**src/rtl/dtq_pkg.sv**
```systemverilog
// Shared types and constants of the delta timer queue.
package dtq_pkg;

  localparam int unsigned DefaultDepth = 32;
  localparam int unsigned TagW         = 8;
  localparam int unsigned DeltaW       = 16;

  typedef enum logic [2:0] {
    ACT_INSERT   = 3'd0,
    ACT_TICK     = 3'd1,
    ACT_POP_SIG  = 3'd2,
    ACT_POP      = 3'd3,
    ACT_REM_SEM  = 3'd4,
    ACT_REM_THR  = 3'd5,
    ACT_RELEASE  = 3'd6
  } action_e;

  localparam logic [1:0] ST_OK    = 2'd0;
  localparam logic [1:0] ST_EMPTY = 2'd1;
  localparam logic [1:0] ST_FULL  = 2'd2;

  typedef struct packed {
    logic [TagW-1:0]   thread;
    logic [TagW-1:0]   sem;
    logic [DeltaW-1:0] delta;
  } entry_t;

endpackage

```
**src/rtl/delta_timer_queue.sv**
```systemverilog
// Delta timer queue: operations that search walk the stored entries one by one.
// Insert searches for the slot, shifts later entries up and writes the new one;
// tick decrements a nonzero head delta; removals and release-all compact the queue,
// release-all after a counting pass; outputs wait out stalls. One item at a time.
// Each entry visit is a read then a use/write on the entry RAM's read and write ports.
// Reset empties the queue; RAM contents are not cleared and unwritten words are never used.
module delta_timer_queue
  import dtq_pkg::*;
#(
  parameter int unsigned QUEUE_DEPTH = DefaultDepth
) (
  input  logic              clk_i,
  input  logic              rst_ni,
  input  logic              in_valid_i,
  output logic              in_ready_o,
  input  logic [2:0]        action_i,
  input  logic [TagW-1:0]   thread_tag_i,
  input  logic [TagW-1:0]   sem_tag_i,
  input  logic [DeltaW-1:0] delay_i,
  output logic              out_valid_o,
  input  logic              out_ready_i,
  output logic [1:0]        status_o,
  output logic [TagW-1:0]   thread_out_o,
  output logic [TagW-1:0]   sem_out_o,
  output logic              signal_sem_o,
  output logic              head_expired_o,
  output logic              last_o
);

  localparam int unsigned CW = $clog2(QUEUE_DEPTH + 1);
  localparam int unsigned IW = $clog2(QUEUE_DEPTH);
  localparam logic [CW-1:0] Full = CW'(QUEUE_DEPTH);

  typedef enum logic [12:0] {
    S_IDLE    = 13'h0001,
    S_SRCH_RD = 13'h0002,
    S_SRCH_EX = 13'h0004,
    S_SHF_RD  = 13'h0008,
    S_SHF_EX  = 13'h0010,
    S_INS_WR  = 13'h0020,
    S_TICK_RD = 13'h0040,
    S_TICK_EX = 13'h0080,
    S_PRE_RD  = 13'h0100,
    S_PRE_EX  = 13'h0200,
    S_CMP_RD  = 13'h0400,
    S_CMP_EX  = 13'h0800,
    S_FIN     = 13'h1000
  } state_e;

  state_e            state_q, state_d;
  action_e           op_q, op_d;
  logic [TagW-1:0]   th_q, th_d, se_q, se_d;
  logic [DeltaW-1:0] dly_q, dly_d;
  logic [CW-1:0]     cnt_q, cnt_d, idx_q, idx_d, wp_q, wp_d, pos_q, pos_d;
  logic [CW-1:0]     nmatch_q, nmatch_d, emitted_q, emitted_d;
  logic [DeltaW:0]   before_q, before_d;
  logic [DeltaW-1:0] carry_q, carry_d;
  logic              head_zero_q, head_zero_d;
  logic              found_q, found_d;
  logic              allz_q, allz_d, seen_q, seen_d, exp_q, exp_d;
  logic [1:0]        stat_q, stat_d;
  logic [TagW-1:0]   rth_q, rth_d, rse_q, rse_d;

  logic              ovld_q, ovld_d;
  logic [1:0]        ostat_q, ostat_d;
  logic [TagW-1:0]   oth_q, oth_d, ose_q, ose_d;
  logic              osig_q, osig_d, oexp_q, oexp_d, olast_q, olast_d;

  logic              we;
  logic [IW-1:0]     waddr, raddr;
  entry_t            wdata, rdata;

  logic              can_put, hit, keep;
  logic [DeltaW:0]   walk_sum, sat_sum;
  logic [DeltaW-1:0] sat_val, new_delta;
  logic [CW-1:0]     idx_m1;

  dtq_ram #(
    .WIDTH ($bits(entry_t)),
    .DEPTH (QUEUE_DEPTH)
  ) u_ram (
    .clk_i   (clk_i),
    .we_i    (we),
    .waddr_i (waddr),
    .wdata_i (wdata),
    .raddr_i (raddr),
    .rdata_o (rdata)
  );

  assign can_put    = !ovld_q || out_ready_i;
  assign idx_m1     = idx_q - CW'(1);
  assign walk_sum   = before_q + {1'b0, rdata.delta};
  assign sat_sum    = {1'b0, rdata.delta} + {1'b0, carry_q};
  assign sat_val    = sat_sum[DeltaW] ? {DeltaW{1'b1}} : sat_sum[DeltaW-1:0];
  assign new_delta  = dly_q - before_q[DeltaW-1:0];
  assign raddr      = (state_q == S_SHF_RD) ? idx_m1[IW-1:0] : idx_q[IW-1:0];

  always_comb begin
    unique case (op_q)
      ACT_POP_SIG, ACT_POP: hit = 1'b1;
      ACT_REM_SEM, ACT_RELEASE: hit = (rdata.sem == se_q);
      ACT_REM_THR: hit = (rdata.thread == th_q);
      default: hit = 1'b0;
    endcase
    keep = !(hit && (op_q == ACT_RELEASE || !found_q));
  end

  always_comb begin
    state_d     = state_q;
    op_d        = op_q;
    th_d        = th_q;
    se_d        = se_q;
    dly_d       = dly_q;
    cnt_d       = cnt_q;
    idx_d       = idx_q;
    wp_d        = wp_q;
    pos_d       = pos_q;
    nmatch_d    = nmatch_q;
    emitted_d   = emitted_q;
    before_d    = before_q;
    carry_d     = carry_q;
    head_zero_d = head_zero_q;
    found_d     = found_q;
    allz_d      = allz_q;
    seen_d      = seen_q;
    exp_d       = exp_q;
    stat_d      = stat_q;
    rth_d       = rth_q;
    rse_d       = rse_q;
    ovld_d      = ovld_q && !out_ready_i;
    ostat_d     = ostat_q;
    oth_d       = oth_q;
    ose_d       = ose_q;
    osig_d      = osig_q;
    oexp_d      = oexp_q;
    olast_d     = olast_q;
    we          = 1'b0;
    waddr       = wp_q[IW-1:0];
    wdata       = rdata;

    unique case (state_q)
      S_IDLE: begin
        if (in_valid_i) begin
          op_d      = action_e'(action_i);
          th_d      = thread_tag_i;
          se_d      = sem_tag_i;
          dly_d     = delay_i;
          idx_d     = '0;
          wp_d      = '0;
          before_d  = '0;
          carry_d   = '0;
          found_d   = 1'b0;
          rth_d     = '0;
          rse_d     = '0;
          nmatch_d  = '0;
          emitted_d = '0;
          allz_d    = 1'b1;
          seen_d    = 1'b0;
          exp_d     = 1'b0;
          stat_d    = ST_EMPTY;
          unique case (action_i)
            ACT_INSERT: begin
              if (cnt_q == Full) begin
                stat_d  = ST_FULL;
                state_d = S_FIN;
              end else begin
                state_d = S_SRCH_RD;
              end
            end
            ACT_TICK: state_d = (cnt_q == '0) ? S_FIN : S_TICK_RD;
            ACT_POP_SIG, ACT_POP, ACT_REM_SEM, ACT_REM_THR: state_d = S_CMP_RD;
            ACT_RELEASE: state_d = S_PRE_RD;
            default: state_d = S_FIN;
          endcase
        end
      end

      S_SRCH_RD: begin
        if (idx_q == cnt_q) begin
          pos_d   = idx_q;
          idx_d   = cnt_q;
          state_d = S_SHF_RD;
        end else begin
          state_d = S_SRCH_EX;
        end
      end

      S_SRCH_EX: begin
        if (walk_sum < {1'b0, dly_q}) begin
          before_d = walk_sum;
          idx_d    = idx_q + CW'(1);
          state_d  = S_SRCH_RD;
        end else begin
          pos_d   = idx_q;
          idx_d   = cnt_q;
          state_d = S_SHF_RD;
        end
      end

      S_SHF_RD: begin
        state_d = (idx_q == pos_q) ? S_INS_WR : S_SHF_EX;
      end

      S_SHF_EX: begin
        // Move one entry up; the old entry at the slot becomes the successor.
        we    = 1'b1;
        waddr = idx_q[IW-1:0];
        wdata = rdata;
        if (idx_q == pos_q + CW'(1)) begin
          wdata.delta = rdata.delta - new_delta;
        end
        idx_d   = idx_m1;
        state_d = S_SHF_RD;
      end

      S_INS_WR: begin
        we           = 1'b1;
        waddr        = pos_q[IW-1:0];
        wdata.thread = th_q;
        wdata.sem    = se_q;
        wdata.delta  = new_delta;
        cnt_d        = cnt_q + CW'(1);
        if (pos_q == '0) begin
          head_zero_d = (new_delta == '0);
        end
        stat_d  = ST_OK;
        state_d = S_FIN;
      end

      S_TICK_RD: state_d = S_TICK_EX;

      S_TICK_EX: begin
        we    = 1'b1;
        waddr = '0;
        wdata = rdata;
        if (rdata.delta != '0) begin
          wdata.delta = rdata.delta - DeltaW'(1);
        end
        head_zero_d = (wdata.delta == '0);
        stat_d      = ST_OK;
        state_d     = S_FIN;
      end

      S_PRE_RD: begin
        if (idx_q == cnt_q) begin
          idx_d   = '0;
          state_d = S_CMP_RD;
        end else begin
          state_d = S_PRE_EX;
        end
      end

      S_PRE_EX: begin
        // Count matches and work out the head state after the release.
        if (hit) begin
          nmatch_d = nmatch_q + CW'(1);
          if (!seen_q) begin
            allz_d = allz_q && (rdata.delta == '0);
          end
        end else if (!seen_q) begin
          seen_d = 1'b1;
          exp_d  = allz_q && (rdata.delta == '0);
        end
        idx_d   = idx_q + CW'(1);
        state_d = S_PRE_RD;
      end

      S_CMP_RD: begin
        if (idx_q == cnt_q) begin
          cnt_d = wp_q;
          if (op_q == ACT_RELEASE && nmatch_q != '0) begin
            state_d = S_IDLE;
          end else begin
            stat_d  = found_q ? ST_OK : ST_EMPTY;
            state_d = S_FIN;
          end
        end else begin
          state_d = S_CMP_EX;
        end
      end

      S_CMP_EX: begin
        if (keep) begin
          we          = 1'b1;
          waddr       = wp_q[IW-1:0];
          wdata       = rdata;
          wdata.delta = sat_val;
          if (wp_q == '0) begin
            head_zero_d = (sat_val == '0);
          end
          wp_d    = wp_q + CW'(1);
          carry_d = '0;
          idx_d   = idx_q + CW'(1);
          state_d = S_CMP_RD;
        end else if (op_q != ACT_RELEASE) begin
          found_d = 1'b1;
          rth_d   = rdata.thread;
          rse_d   = rdata.sem;
          carry_d = sat_val;
          idx_d   = idx_q + CW'(1);
          state_d = S_CMP_RD;
        end else if (can_put) begin
          ovld_d    = 1'b1;
          ostat_d   = ST_OK;
          oth_d     = rdata.thread;
          ose_d     = rdata.sem;
          osig_d    = 1'b0;
          oexp_d    = exp_q;
          olast_d   = (emitted_q + CW'(1) == nmatch_q);
          emitted_d = emitted_q + CW'(1);
          carry_d   = sat_val;
          idx_d     = idx_q + CW'(1);
          state_d   = S_CMP_RD;
        end
      end

      S_FIN: begin
        if (can_put) begin
          ovld_d  = 1'b1;
          ostat_d = stat_q;
          oth_d   = rth_q;
          ose_d   = rse_q;
          osig_d  = found_q && (op_q == ACT_POP_SIG);
          oexp_d  = (cnt_q != '0) && head_zero_q;
          olast_d = 1'b1;
          state_d = S_IDLE;
        end
      end

      default: state_d = S_IDLE;
    endcase
  end

  always_ff @(posedge clk_i or negedge rst_ni) begin
    if (!rst_ni) begin
      state_q     <= S_IDLE;
      cnt_q       <= '0;
      head_zero_q <= 1'b0;
      ovld_q      <= 1'b0;
    end else begin
      state_q     <= state_d;
      cnt_q       <= cnt_d;
      head_zero_q <= head_zero_d;
      ovld_q      <= ovld_d;
    end
  end

  always_ff @(posedge clk_i) begin
    op_q      <= op_d;
    th_q      <= th_d;
    se_q      <= se_d;
    dly_q     <= dly_d;
    idx_q     <= idx_d;
    wp_q      <= wp_d;
    pos_q     <= pos_d;
    nmatch_q  <= nmatch_d;
    emitted_q <= emitted_d;
    before_q  <= before_d;
    carry_q   <= carry_d;
    found_q   <= found_d;
    allz_q    <= allz_d;
    seen_q    <= seen_d;
    exp_q     <= exp_d;
    stat_q    <= stat_d;
    rth_q     <= rth_d;
    rse_q     <= rse_d;
    ostat_q   <= ostat_d;
    oth_q     <= oth_d;
    ose_q     <= ose_d;
    osig_q    <= osig_d;
    oexp_q    <= oexp_d;
    olast_q   <= olast_d;
  end

  assign in_ready_o     = (state_q == S_IDLE);
  assign out_valid_o    = ovld_q;
  assign status_o       = ostat_q;
  assign thread_out_o   = oth_q;
  assign sem_out_o      = ose_q;
  assign signal_sem_o   = osig_q;
  assign head_expired_o = oexp_q;
  assign last_o         = olast_q;

endmodule

```
**src/rtl/dtq_ram.sv**
```systemverilog
// Generic single-write, single-read RAM with registered read data.
module dtq_ram #(
  parameter int unsigned WIDTH = 32,
  parameter int unsigned DEPTH = 32
) (
  input  logic                     clk_i,
  input  logic                     we_i,
  input  logic [$clog2(DEPTH)-1:0] waddr_i,
  input  logic [WIDTH-1:0]         wdata_i,
  input  logic [$clog2(DEPTH)-1:0] raddr_i,
  output logic [WIDTH-1:0]         rdata_o
);

  logic [WIDTH-1:0] mem_q [DEPTH];

  always_ff @(posedge clk_i) begin
    if (we_i) begin
      mem_q[waddr_i] <= wdata_i;
    end
    rdata_o <= mem_q[raddr_i];
  end

endmodule

```
**config.mk**
```make
export PLATFORM = sky130hd
export DESIGN_NAME = delta_timer_queue
export DESIGN_NICKNAME = d
export VERILOG_FILES = /design/src/rtl/dtq_pkg.sv /design/src/rtl/delta_timer_queue.sv /design/src/rtl/dtq_ram.sv
export SDC_FILE = /design/constraint.sdc
export NUM_CORES = 2
export LEC_CHECK = 0
export BUFFER_PORTS_ARGS = -buffer_cell sky130_fd_sc_hd__buf_2
export CORE_MARGIN = 4
export CORE_UTILIZATION = 40
export CTS_CLUSTER_SIZE = 8
export DETAILED_ROUTE_END_ITERATION = 16
export GPL_TIMING_DRIVEN = 0
export MAX_ROUTING_LAYER = met4
export PLACE_DENSITY = 0.66
export SYNTH_ARGS = -nofsm -noshare
export SYNTH_HDL_FRONTEND = slang
export SYNTH_SLANG_ARGS = --single-unit
```
**constraint.sdc**
```tcl
create_clock -name clk_i -period 6.25 [get_ports clk_i]
set_input_delay 0.3125 -clock clk_i [delete_from_list [all_inputs] [get_ports clk_i]]
set_output_delay 0.3125 -clock clk_i [all_outputs]
set_load 0.02 [all_outputs]
```
==> run summary <==
status -> complete, no violations
Synth Warn # -> 0
power density cells -> 521 mW/mm²
io pins -> 62
placed cell areas -> 0.0561 mm²
CTS tree -> built
Required @ worst endpoint -> 6630 ps
Vert. Die Dim -> 370 µm
Final Hold Viols -> 0
post-place setup slack -> 566 ps
commonest cells after routing, fill and taps aside -> edfxtp_1 (1165), nand2_1 (895), nand3_1 (295), clkbuf_1 (215), clkbuf_16 (173)
setup TNS -> 0 ps
GRT Residual Overflow -> 0
total track usage -> 22.8%
most common cell after layout, fill and taps aside -> edfxtp_1
min cycle time layout -> 5690 ps
TritonCTS Buffers -> 170
FMAX -> 176 MHz
Layout Area Growth over Synthesis -> 17.3%
M1 WL -> 61500 µm
total core area -> 0.130 mm²
drt pass-1 iters -> 6
DR WL met3 -> 15800 µm
max-slew violations -> 0
Crit Path Class -> reg2reg
Remaining DRCs -> 0
Clock Skew -> 50.7 ps
die area -> 0.137 mm²
ys async rst share -> 1.72%
Max Cap Viol -> 0
vias in the first global route -> 34500
wire per inst -> 25.0 µm
Util after Layout -> 47.3%
Worst Max-Slew Pin Slew -> 1430 ps
clk buf depth -> 3
Syn Area/Cell -> 12.9 µm²
CP Capture Type -> register
remaining antenna violation count -> 0
Cells after Synth -> 4060
main combinational cell family by area after synthesis -> simple AND/OR/NAND/NOR gates
simple-gate share of the synthesized area -> 13.7%
met2 wire len -> 72000 µm
Worst-path clk slew -> 60 ps
CTS H-tree lvls -> 4
synth unique cells -> 96
Clock Sinks -> 1218
Leak -> 20.8 nW
post-synthesis mux area share -> 2.87%
Design Power -> 32.0 mW
Final #Nets -> 4509
Synth Area in Adders -> 2.26%
Synth Flop Type -> edfxtp_1
Min-Delay Path Class -> in2async
Starting Density -> 40.3%
worst vdd ir -> 0.000299 V
HPWL after detailed placement -> 107000 µm
fraction of layout cells with a size suffix above 1 -> 10.6%
DP Cell Count -> 5912
post-CTS resize count -> 0
Post-Layout Cell Count -> 6214
synthesized cell area -> 0.0523 mm²
Vias/cell -> 5.79
1st-iter DRT viols -> 4172
Root Buffer -> clkbuf_16
placer congestion estimate -> 0.914
#FFs+latches synth -> 1218
hold_ws -> 70.9 ps
clk_lat worst skew -> 790 ps
Slew HR -> 3.81%
row count -> 132
highest routed metal layer -> met4
final WL -> 155000 µm
post-synthesis sequential area ratio -> 69.1%
postcts setup bufs -> 0
Startpoint Class -> register
Final setup viols -> 0
vias post-DR -> 35900
Compound-Gate Fraction of Synth Area -> 7.94%
Synth Area in XOR/XNOR -> 1.76%
Crit Path Max Fanout -> 17
design area -> 0.0614 mm²
first-pass GRT wire length -> 225000 µm
critical path arrival -> 6070 ps
RSZ-0062 raised after global routing -> no
initial antenna violation count -> 3
largest net degree at the start of global routing -> 33
Mapped Nets -> 4190
Die X -> 370 µm
Port Buffer Count -> 61
CTS Hold Buffers Added -> 37
final period utilization -> 91.1%
Worst Slack Setup Final -> 557 ps
number of synthesized flops with an enable pin -> 1165
-- final timing paths --
path / start / end / slack (ps) / depth (start not counted)
worst max-delay path: u_ram.rdata_o[0] / before_q[7] / 560 / 18
worst min-delay path: rst_ni / cnt_q[3] / 70 / 2
worst max register to register: u_ram.rdata_o[0] / before_q[7] / 560 / 18
worst min register to register: idx_q[2] / pos_q[2] / 460 / 0
max in group asynchronous: rst_ni / cnt_q[0] / 5780 / 2
min in group clk_i: in_valid_i / state_q[6] / 120 / 3
-- where the power goes --
group / internal [mW] / switching [mW] / leakage (nW) / total, mW
clock: 5.06 / 3.43 / 2.33 / 8.49
sequential: 10.6 / 0.481 / 11.0 / 11.1
combinational: 3.68 / 8.70 / 7.48 / 12.4
total: 19.4 / 12.6 / 20.8 / 32.0
-- critical path: stages, from the launching register on --
cell and delay [ps]:
dfxtp_1 410, ha_1 260, fa_1 410, a21o_1 180, a21oi_1 210, nand2b_1 190, a211oi_1 140, o31ai_1 260
nand2b_1 120, a21o_1 190, a21oi_1 170, xnor2_1 180, ha_1 290, a2111oi_0 540, nand2_1 180, a2111oi_0 300
nor4_1 180, or3_1 410, nand2_1 670
-- metal layers --
| metal | vias up | track usage, % |
|---|---|---|
| met1 | 17700 | 29.5 |
| met5 | - | - |
| met2 | 2040 | 35.3 |
| li1 | 15800 | - |
| met3 | 348 | 4.98 |
| met4 | 0 | 8.93 |
-- layout make-up --
type / instances / area [µm²]
sequential: 1218 / 36200
multi-input combinational: 2542 / 15200
fill: 11100 / 68300
timing repair buffer: 147 / 1670
tap: 1742 / 2180
clock buffer: 251 / 4620
clock inverter: 13 / 260
buffer: 220 / 932
inverter: 80 / 305
antenna: 1 / 2.50
-- synth_stat cells, types with 34 or more instances --
master	n	share of area [%]
nor2_1	164	1.2
mux2i_1	131	2.5
inv_1	79	0.57
a32oi_1	128	2.1
buf_2	67	0.64
nand2_1	895	6.4
and2_1	46	0.55
edfxtp_1	1165	67
xnor2_1	74	1.2
o21ai_0	58	0.55
a31oi_1	137	1.6
nor3_1	34	0.33
ha_1	87	2.1
nor4_1	51	0.61
nand3_1	295	2.8
a21oi_1	86	0.82
clkbuf_1	137	0.98
-- cells by family after synthesis --
kind of cell | Yosys count
AO/OA/AOI/OAI | 584
XOR/XNOR | 105
adder cells (fa/ha/maj) | 92
buffers and inverters | 300
flip-flops | 1218
multiplexers | 148
AND/OR/NAND/NOR | 1613
-- flip-flops by register name (all words and copies together), names as in the netlist, 8 cells and up --
name           cells
rse_q              8
u_ram.rdata_o     32
rth_q              8
u_ram.mem_q     1024
carry_q           16
dly_q             16
th_q               8
se_q               8
before_q          17
state_q           13
sem_out_o          8
thread_out_o       8
No activity file was read; power rests on OpenSTA's default activity.
